$ cat config.mk
export PLATFORM = sky130hd
export DESIGN_NAME = ttb_div
export DESIGN_NICKNAME = d
export VERILOG_FILES = /design/src/sv/ttb_pkg.sv /design/src/sv/ttb_div.sv
export SDC_FILE = /design/constraint.sdc
export NUM_CORES = 1
export LEC_CHECK = 0
export BUFFER_PORTS_ARGS = -buffer_cell sky130_fd_sc_hd__clkbuf_2
export CORE_UTILIZATION = 47
export DETAILED_ROUTE_END_ITERATION = 12
export GPL_TIMING_DRIVEN = 0
export MAX_ROUTING_LAYER = met4
export PLACE_DENSITY = 0.69
export SETUP_SLACK_MARGIN = 0.02
export SKIP_LAST_GASP = 1
export SLEW_MARGIN = 10
export SYNTH_ARGS = -nofsm -noshare
export SYNTH_HDL_FRONTEND = slang
export SYNTH_SLANG_ARGS = --single-unit
$ cat constraint.sdc
create_clock -name clk -period 4.7 [get_ports clk]
set_input_delay 1.175 -clock clk [delete_from_list [all_inputs] [get_ports clk]]
set_output_delay 1.175 -clock clk [all_outputs]
set_load 0.01 [all_outputs]
$ cat src/sv/ttb_pkg.sv
// ttb_pkg: shared types and constants for the tangent/bitangent block.
// No dependencies.
package ttb_pkg;

	localparam int unsigned WORD_W = 32;
	localparam int unsigned NRM_W  = 16;
	localparam int unsigned PROD_W = 66;
	localparam int unsigned NUM_W  = 65;

	typedef logic signed [WORD_W-1:0] word_t;
	typedef logic signed [NRM_W-1:0]  nrm_t;

	// Shared divider handshake.
	typedef struct packed {
		logic        start;
		logic        num_neg;
		logic        den_neg;
		logic [NUM_W-1:0] num;
		logic [NUM_W-1:0] den;
	} div_req_t;

	typedef struct packed {
		logic        done;
		word_t       quo;
	} div_rsp_t;

	function automatic word_t sat32(input logic signed [WORD_W:0] x);
		logic signed [WORD_W:0] hi;
		logic signed [WORD_W:0] lo;
		hi = (WORD_W+1)'(33'sh0_7FFF_FFFF);
		lo = -(WORD_W+1)'(33'sh0_8000_0000);
		if (x > hi)
			sat32 = word_t'(hi);
		else if (x < lo)
			sat32 = word_t'(lo);
		else
			sat32 = word_t'(x);
	endfunction

endpackage

$ cat src/sv/ttb_div.sv
// ttb_div: restoring divider, one quotient bit per cycle.
// Computes sat32(n * 2^FRAC_BITS / d) toward zero. Depends on ttb_pkg.
module ttb_div import ttb_pkg::*; #(
	parameter int unsigned FRAC_BITS = 16
) (
	input  logic     clk,
	input  logic     arst_n,
	input  div_req_t req,
	output div_rsp_t rsp
);
	localparam int unsigned QB  = NUM_W + FRAC_BITS;
	localparam int unsigned CW  = $clog2(QB + 1);

	logic            busy_q;
	logic [CW-1:0]   cnt_q;
	logic [QB-1:0]   sh_q;
	logic [NUM_W-1:0] rem_q;
	logic [NUM_W-1:0] den_q;
	logic            neg_q;
	logic            done_q;
	logic [NUM_W:0]  trial;
	logic [NUM_W:0]  rem_n;
	logic [QB-1:0]   q_n;
	logic [QB-1:0]   mag;
	word_t           res;

	always_comb begin
		trial = {rem_q, sh_q[QB-1]};
		if (trial >= {1'b0, den_q}) begin
			rem_n = trial - {1'b0, den_q};
			q_n   = {sh_q[QB-2:0], 1'b1};
		end else begin
			rem_n = trial;
			q_n   = {sh_q[QB-2:0], 1'b0};
		end
	end

	always_ff @(posedge clk or negedge arst_n) begin
		if (!arst_n) begin
			busy_q <= 1'b0;
			done_q <= 1'b0;
			cnt_q  <= '0;
		end else begin
			done_q <= 1'b0;
			if (req.start) begin
				busy_q <= 1'b1;
				cnt_q  <= CW'(QB);
			end else if (busy_q) begin
				cnt_q <= cnt_q - 1'b1;
				if (cnt_q == CW'(1)) begin
					busy_q <= 1'b0;
					done_q <= 1'b1;
				end
			end
		end
	end

	always_ff @(posedge clk) begin
		if (req.start) begin
			sh_q  <= {req.num, FRAC_BITS'(0)};
			rem_q <= '0;
			den_q <= req.den;
			neg_q <= req.num_neg ^ req.den_neg;
		end else if (busy_q) begin
			sh_q  <= q_n;
			// remainder stays below the divisor, so it fits NUM_W bits
			rem_q <= rem_n[NUM_W-1:0];
		end
	end

	always_comb begin
		mag = sh_q;
		if (|mag[QB-1:WORD_W])
			res = neg_q ? word_t'(32'h8000_0000) : word_t'(32'h7FFF_FFFF);
		else if (neg_q)
			res = (mag[WORD_W-1:0] > 32'h8000_0000) ? word_t'(32'h8000_0000)
				: word_t'(-mag[WORD_W-1:0]);
		else
			res = mag[WORD_W-1] ? word_t'(32'h7FFF_FFFF) : word_t'(mag[WORD_W-1:0]);
	end

	assign rsp.done = done_q;
	assign rsp.quo  = res;

endmodule

==> results.txt, run 1 <==
Outcome = finished with violations
Failing checks = setup timing
Vias in the first global route = 11,700
Crit path largest cell delay = 0.44 ns
DRT antenna net count = 0
PortBufs = 167
Critical path's slowest cell = or4_4
Post-Synthesis Cells = 1,471
Ys flop type = edfxtp_1
Clk buf depth = 3
Area grow syn2layout = 24.4%
Clock slew at reported path FFs = 0.07 ns
Critical Path Source = mag[0]$_SDFFE_PP0P_
Worst Path Required = 3.52 ns
Setup TNS = -12.40 ns
Tcrit/Tclk final = 116%
R2r setup slk = 0.20 ns
R2r worst-path depth = 16
Min-delay worst type = input port to asynchronous set/reset pin
Crit path depth = 13
Share of cells above drive strength 1 = 20.3%
Seq/Total Area, Yosys = 42.9%
Num Clock Sinks = 221
Commonest non-fill, non-tap cells in the layout = nor2_1 (150), clkbuf_2 (144), edfxtp_1 (131)
Die height = 171 um
Final setup viols = 30
Die W = 171 um
EDFF count, synth = 131
Synthesized flop and latch total = 221
Clock power frac = 24.9%
Gr usage total = 27.8%
Library cells used by synthesis = 79
Num CTS Buffers = 26
Kind of critical path = flop to output port
Placed cell count = 2,017
Largest net degree at the start of global routing = 67
Clk Latency, worst-skew pair = 0.54 ns
Syn_nets = 1,675
Endpoints failing hold = 0
CTS root buf = clkbuf_16
VDD IR max = 0.337 mV
Diodes inserted = 0
Reg2reg end = rem_q[3]$_SDFFE_PP0P_
Initial Utilization = 48.1%
Cell Count, Final, Fillers Out = 2,103
Worst setup EP type = output port
Drt first-iter violations = 1,058
Critical path launch point type = flop
Remaining DRCs = 0
Die area = 29,300 um^2
Core area = 28,000 um^2
Lkg Pwr = 7.36 nW
Synth Warn # = 0
CTS tree = built
Switching power total = 0.00351 W
F_max = 0.184 GHz
Post-layout minimum cycle time = 5.43 ns
Initial antenna violation count = 0
H-tree depth = 1
Routed vias/inst = 5.99
First-pass GRT wire length = 62.5 mm
Sw Ratio = 39.7%
CP Cell Sequence = or2_4 -> nor4_4 -> nand3b_1 -> buf_6 -> or4_4 -> or3_4 -> or3_4 -> or3_4 -> or3_4 -> nor3_4 -> xor2_1 -> a31oi_2 -> buf_2
Detail Placement HPWL = 27.9 mm
Worst Path Arrival = 4.26 ns
I/O Pins = 168
CP delay by family, top = simple AND/OR/NAND/NOR gates
RSZ-0062 raised after global routing = yes
Cell internal pwr = 0.00533 W
Most frequent CP cell = or3_4
Post-CTS Hold Buffers = 0
Crit path max fanout = 5
Reg power frac = 30.9%
Nets = 1,909
DR WL/cell = 19.6 um
First-pass detailed-route iteration total = 5
Multi-input gate area = 7470 um^2
Combinational group share of total power = 44.2%
Average size of a mapped cell = 9.15 um^2
Post-Route WL = 41.3 mm
Via count = 12,600
# rows = 61
Worst slew pin tran = 1.08 ns
Commonest non-fill, non-tap cell in the layout = nor2_1
Max-slew violations = 0
Relative slew slack = 26.6%
Total grt overflow = 0
RD Place Congestion = 0.997
Worst Skew = 0.0103 ns
Post-synth ARST share = 4.07%
Pwr/cell area = 528 nW/um^2
Final worst slack = -0.730 ns
Crit path buffers/inverters = 2
FF-to-FF Start = mag[80]$_DFFE_PP_
Post-synthesis cell area = 13,500 um^2
Filler cells = 2,444
Register area = 5790 um^2
Max-Cap Viols = 0
## cell usage after synthesis, types with 4 or more instances
| master | count | share of area [%] |
|---|---|---|
| o31ai_1 | 5 | 0.28 |
| ha_1 | 68 | 6.3 |
| or3_1 | 5 | 0.23 |
| a21o_1 | 34 | 1.9 |
| nor2_1 | 151 | 4.2 |
| nand3b_1 | 4 | 0.22 |
| nand4_1 | 25 | 1.2 |
| buf_1 | 11 | 0.31 |
| nor4_1 | 18 | 0.84 |
| dfxtp_1 | 81 | 12 |
| xnor2_1 | 35 | 2.3 |
| and3_1 | 14 | 0.65 |
| a211o_1 | 4 | 0.26 |
| a21oi_1 | 111 | 4.1 |
| nand2_1 | 116 | 3.2 |
| xor2_1 | 29 | 1.9 |
| a211oi_1 | 34 | 1.9 |
| o21bai_1 | 20 | 1.1 |
| o21ai_0 | 89 | 3.3 |
| a21boi_0 | 5 | 0.28 |
| nand2b_1 | 11 | 0.51 |
| mux2i_1 | 28 | 2.1 |
| o211ai_1 | 5 | 0.28 |
| nor2b_1 | 6 | 0.28 |
| a22o_1 | 70 | 4.6 |
| nand3_1 | 25 | 0.93 |
| inv_1 | 106 | 3.0 |
| o311ai_0 | 14 | 0.91 |
| a31oi_1 | 10 | 0.46 |
| clkbuf_1 | 71 | 2.0 |
| a221oi_1 | 6 | 0.39 |
| or3_4 | 4 | 0.33 |
| and2_1 | 6 | 0.28 |
| edfxtp_1 | 131 | 29 |
| buf_2 | 5 | 0.19 |
| dfrtp_1 | 9 | 1.7 |
| o311ai_1 | 14 | 0.91 |
| a32oi_1 | 9 | 0.59 |
| o221ai_1 | 4 | 0.26 |
| nor3_1 | 19 | 0.71 |
| or2_2 | 4 | 0.19 |
## per-layer routing
| layer | GRT usage [%] | vias to the layer above | part of all wire, % |
|---|---|---|---|
| met1 | 38.1 | 6002 | 44 |
| met5 | - | - | 0 |
| met2 | 42.9 | 550 | 45 |
| met3 | 2.74 | 132 | 7.0 |
| met4 | 9.63 | 0 | 4.1 |
| li1 | - | 5907 | - |
## area by class of cell
| class | instances | area share, % |
|---|---|---|
| Tap cell | 378 | 2.83 |
| Multi-Input combinational cell | 1055 | 44.6 |
| Clock inverter | 17 | 1.51 |
| Inverter | 107 | 2.41 |
| Timing Repair Buffer | 205 | 7.38 |
| Sequential cell | 221 | 34.6 |
| Clock buffer | 31 | 4.06 |
| Buffer | 89 | 2.58 |
## cells by family (layout without fill, tap and decap cells)
kind of cell,count (synthesis),count (layout),synth area share [%]
muxes,29,29,2.17
and+or+nand+nor,429,430,15.3
xor gates and xnor gates,64,64,4.16
DFF,221,221,42.9
adders and majority gates,69,69,6.47
AOI/OAI and AO/OA,463,463,23.4
buffers and inverters,196,449,5.60
## worst max-delay path by stage
stage / end / slack [ns]
2_1_floorplan: rsp[31] / 0.04
3_3_place_gp: rsp[5] / -0.79
3_5_place_dp: rsp[5] / -0.85
4_1_cts: rsp[31] / -0.74
5_1_grt: rsp[31] / -0.83
6_report: rsp[31] / -0.73
## registers in the layout, indices dropped and copies added (netlist names)
signal  flops
busy_q      1
neg_q       1
den_q      65
mag        81
done_q      1
cnt_q       7
rem_q      65
## power by group through the flow
stage                     Combinational, W  Clock (W)  Sequential, W
after floorplan                    0.00272          0        0.00264
after global placement             0.00352          0        0.00273
after detailed placement           0.00358          0        0.00274
after CTS                          0.00371    0.00223        0.00271
after global routing               0.00428    0.00231        0.00276
final                              0.00391    0.00220        0.00273
## metrics by stage
step	area [um^2]	setup slack (ns)	power, W	hold WS [ns]	utilization [%]
global placement	14800	-0.785	0.00625	0.471	52.7
floorplan	13500	0.0395	0.00535	0.453	-
detailed placement	14800	-0.845	0.00632	0.489	52.8
finish	16700	-0.730	0.00884	0.477	59.8
CTS	16500	-0.743	0.00866	0.475	59.0
global route	16700	-0.828	0.00936	0.477	59.8
## worst register-to-register path: stages, from the launching register on
cell and delay (ns):
edfxtp_1 0.48, inv_1 0.10, ha_1 0.16, inv_1 0.05, fa_1 0.41, a21oi_1 0.29, o22ai_1 0.14, o21ai_1 0.36
nor3_2 0.15, nor4b_2 0.29, o21ai_1 0.27, a32o_1 0.40, a31oi_4 0.28, clkbuf_1 0.56, nor2_1 0.11, a21oi_1 0.19
a211oi_1 0.11
## repair_timing
item | 4_1_cts | 5_1_grt
endpoints found under the setup margin | 91 | 91
resized for setup | 122 | 63
gates cloned | 5 | 0
pin swaps | 25 | 11
setup buffers | 21 | 13
Power figures use the tool's default switching activity.
==> inputs of run 2 (changes only) <==
- CTS_BUF_LIST: unset -> sky130_fd_sc_hd__clkbuf_8
==> run 2 against run 1 <==
Against the previous run:
- the run still ends with setup timing left
- critical path depth decreased by 1
- power decreased by 4.1%
- global-route usage fell by 0.25 points
- count of clock-buffer cells in the layout rose by 21
- design area is 0.89% lower
- utilization down 0.53 points
- sequential power barely moved
- combinational power shrank 1%
- largest power group unchanged
==> results.txt, run 2 (synthesis gave the netlist of run 1 again) <==
DRT antenna net count = 0 (unchanged)
Total Power = 0.00848 W (-4.1%)
Detail Placement HPWL = 27.9 mm (unchanged)
Area grow syn2layout = 23.3%
Largest net degree at the start of global routing = 67 (unchanged)
H-tree depth = 2 (+1)
Commonest non-fill, non-tap cells in the layout = nor2_1 (151), clkbuf_2 (141), edfxtp_1 (131)
Num Clock Sinks = 221 (unchanged)
Die height = 171 um (unchanged)
Tcrit/Tclk final = 116% (+0.55 points)
CTS tree = built
Via count = 12,500 (-0.64%)
VDD IR max = 0.225 mV (-33%)
Relative slew slack = 29.0% (+2.4 points)
Die W = 171 um (unchanged)
Lkg Pwr = 7.38 nW (+0.22%)
Worst Path Required = 3.52 ns (about the same)
F_max = 0.183 GHz (-0.48%)
Post-Route WL = 40.4 mm (-2.1%)
Min-delay worst type = input port to asynchronous set/reset pin
Diodes inserted = 0 (unchanged)
Die area = 29,300 um^2 (unchanged)
Crit path max fanout = 6 (+1)
Num CTS Buffers = 42 (+62%)
Total grt overflow = 0 (unchanged)
Share of cells above drive strength 1 = 20.6% (+0.35 points)
Max-slew violations = 0 (unchanged)
CP Cell Sequence = or4_4 -> nor3_4 -> nand2_2 -> or4_4 -> or3_4 -> or3_4 -> or3_4 -> or3_4 -> nor3_4 -> xor2_1 -> a31oi_1 -> buf_2
Placed cell count = 2,017 (unchanged)
Core area = 28,000 um^2 (unchanged)
Clk Latency, worst-skew pair = 0.56 ns (+0.02 ns)
PortBufs = 167 (unchanged)
Remaining DRCs = 0 (unchanged)
Initial antenna violation count = 0 (unchanged)
Failing checks = setup timing
Endpoints failing hold = 0 (unchanged)
# rows = 61 (unchanged)
Final worst slack = -0.756 ns (-0.0260 ns)
Most frequent CP cell = or3_4
Worst Skew = 0.0401 ns (+0.0298 ns)
Worst Path Arrival = 4.28 ns (+0.02 ns)
Commonest non-fill, non-tap cell in the layout = nor2_1
I/O Pins = 168 (unchanged)
Crit path largest cell delay = 0.56 ns (+0.12 ns)
Vias in the first global route = 11,800 (+0.90%)
Drt first-iter violations = 982 (-7.2%)
Nets = 1,922 (+0.68%)
Kind of critical path = flop to output port
First-pass GRT wire length = 61.6 mm (-1.5%)
Max reg flops = 81 (unchanged)
RSZ-0062 raised after global routing = yes
DR WL/cell = 19.0 um (-3.2%)
Initial Utilization = 48.1% (unchanged)
Critical path launch point type = flop
Post-CTS Hold Buffers = 0 (unchanged)
Routed vias/inst = 5.88 (-1.8%)
CTS root buf = clkbuf_8
Clock slew at reported path FFs = 0.06 ns (about the same)
Worst slew pin tran = 1.05 ns (-0.0356 ns)
Worst setup EP type = output port
RD Place Congestion = 0.997 (unchanged)
First-pass detailed-route iteration total = 6 (+1)
Gr usage total = 27.6% (-0.25 points)
CP delay by family, top = simple AND/OR/NAND/NOR gates
Pwr/cell area = 511 nW/um^2 (-3.2%)
Max-Cap Viols = 0 (unchanged)
Outcome = finished with violations
Clk buf depth = 3 (unchanged)
Final setup viols = 30 (unchanged)
Critical path's slowest cell = or4_4
Crit path buffers/inverters = 1 (-1)
Cell Count, Final, Fillers Out = 2,127 (+1.1%)
Post-layout minimum cycle time = 5.46 ns (+0.0260 ns)
run 2: cell count changes in the layout (fill, tap and decap cells not counted), moves of 3 or more:
cell / before / now
buf_4: 23 / 20
bufinv_16: 6 / 1
clkbuf_1: 68 / 64
clkbuf_16: 30 / 2
clkbuf_2: 144 / 141
clkbuf_8: 2 / 52
dfxtp_2: 4 / 1
inv_1: 105 / 120
o21ai_1: 9 / 5
o21ai_2: 9 / 13
run 2: final cells by class:
type                    count  area (um^2)
flip-flops and latches    221         5790
well taps                 378          473
fillers                  2504        11400
multi-input cells        1055         7460
repair buffers            202         1210
inverters                 107          404
clock inverters            23          123
plain buffers              89          423
clock buffers              52          716
run 2: power by group:
| group | switching [W] | internal, W |
|---|---|---|
| registers | 0.000315 | 0.00241 |
| logic | 0.00234 | 0.00153 |
| clock network | 0.000838 | 0.00105 |
run 2: what timing repair did:
item | CTS | global route
gates resized for setup | 114 | 73
pin swaps | 24 | 13
buffers inserted | 20 | 12
endpoints found under the setup margin | 91 | 91
cloned | 5 | 0
run 2: metrics by stage:
step	worst slack [ns]	setup TNS, ns	hold slack (ns)	cell area (um^2)	util [%]
after floorplan	0.0395	0	0.453	13500	-
after global placement	-0.785	-72.61	0.471	14800	52.7
after detailed placement	-0.845	-27.17	0.489	14800	52.8
after CTS	-0.758	-10.00	0.448	16300	58.3
after global routing	-0.898	-15.84	0.468	16600	59.2
final	-0.756	-12.04	0.468	16600	59.2
run 2: final timing paths:
| path | endpoint | depth (start not counted) | from | slack, ns |
|---|---|---|---|---|
| worst max-delay path | rsp[31] | 12 | mag[9]$_SDFFE_PP0P_ | -0.76 |
| min in group clk | rem_q[2]$_SDFFE_PP0P_ | 2 | rem_q[2]$_SDFFE_PP0P_ | 0.50 |
| worst min register to register | rem_q[2]$_SDFFE_PP0P_ | 2 | rem_q[2]$_SDFFE_PP0P_ | 0.50 |
| max in group asynchronous | cnt_q[0]$_DFFE_PN0P_ | 1 | arst_n | 4.04 |
| worst max register to register | rem_q[30]$_SDFFE_PP0P_ | 17 | mag[80]$_DFFE_PP_ | 0.21 |
| worst min-delay path | cnt_q[6]$_DFFE_PN0P_ | 1 | arst_n | 0.47 |
run 2: routing by layer:
layer / track usage, % / routed length (um) / up-vias
met5: - / 0 / -
met4: 10.4 / 1440 / 0
met3: 3.87 / 2800 / 108
met2: 42.0 / 18200 / 520
met1: 37.2 / 17900 / 5955
li1: - / - / 5927
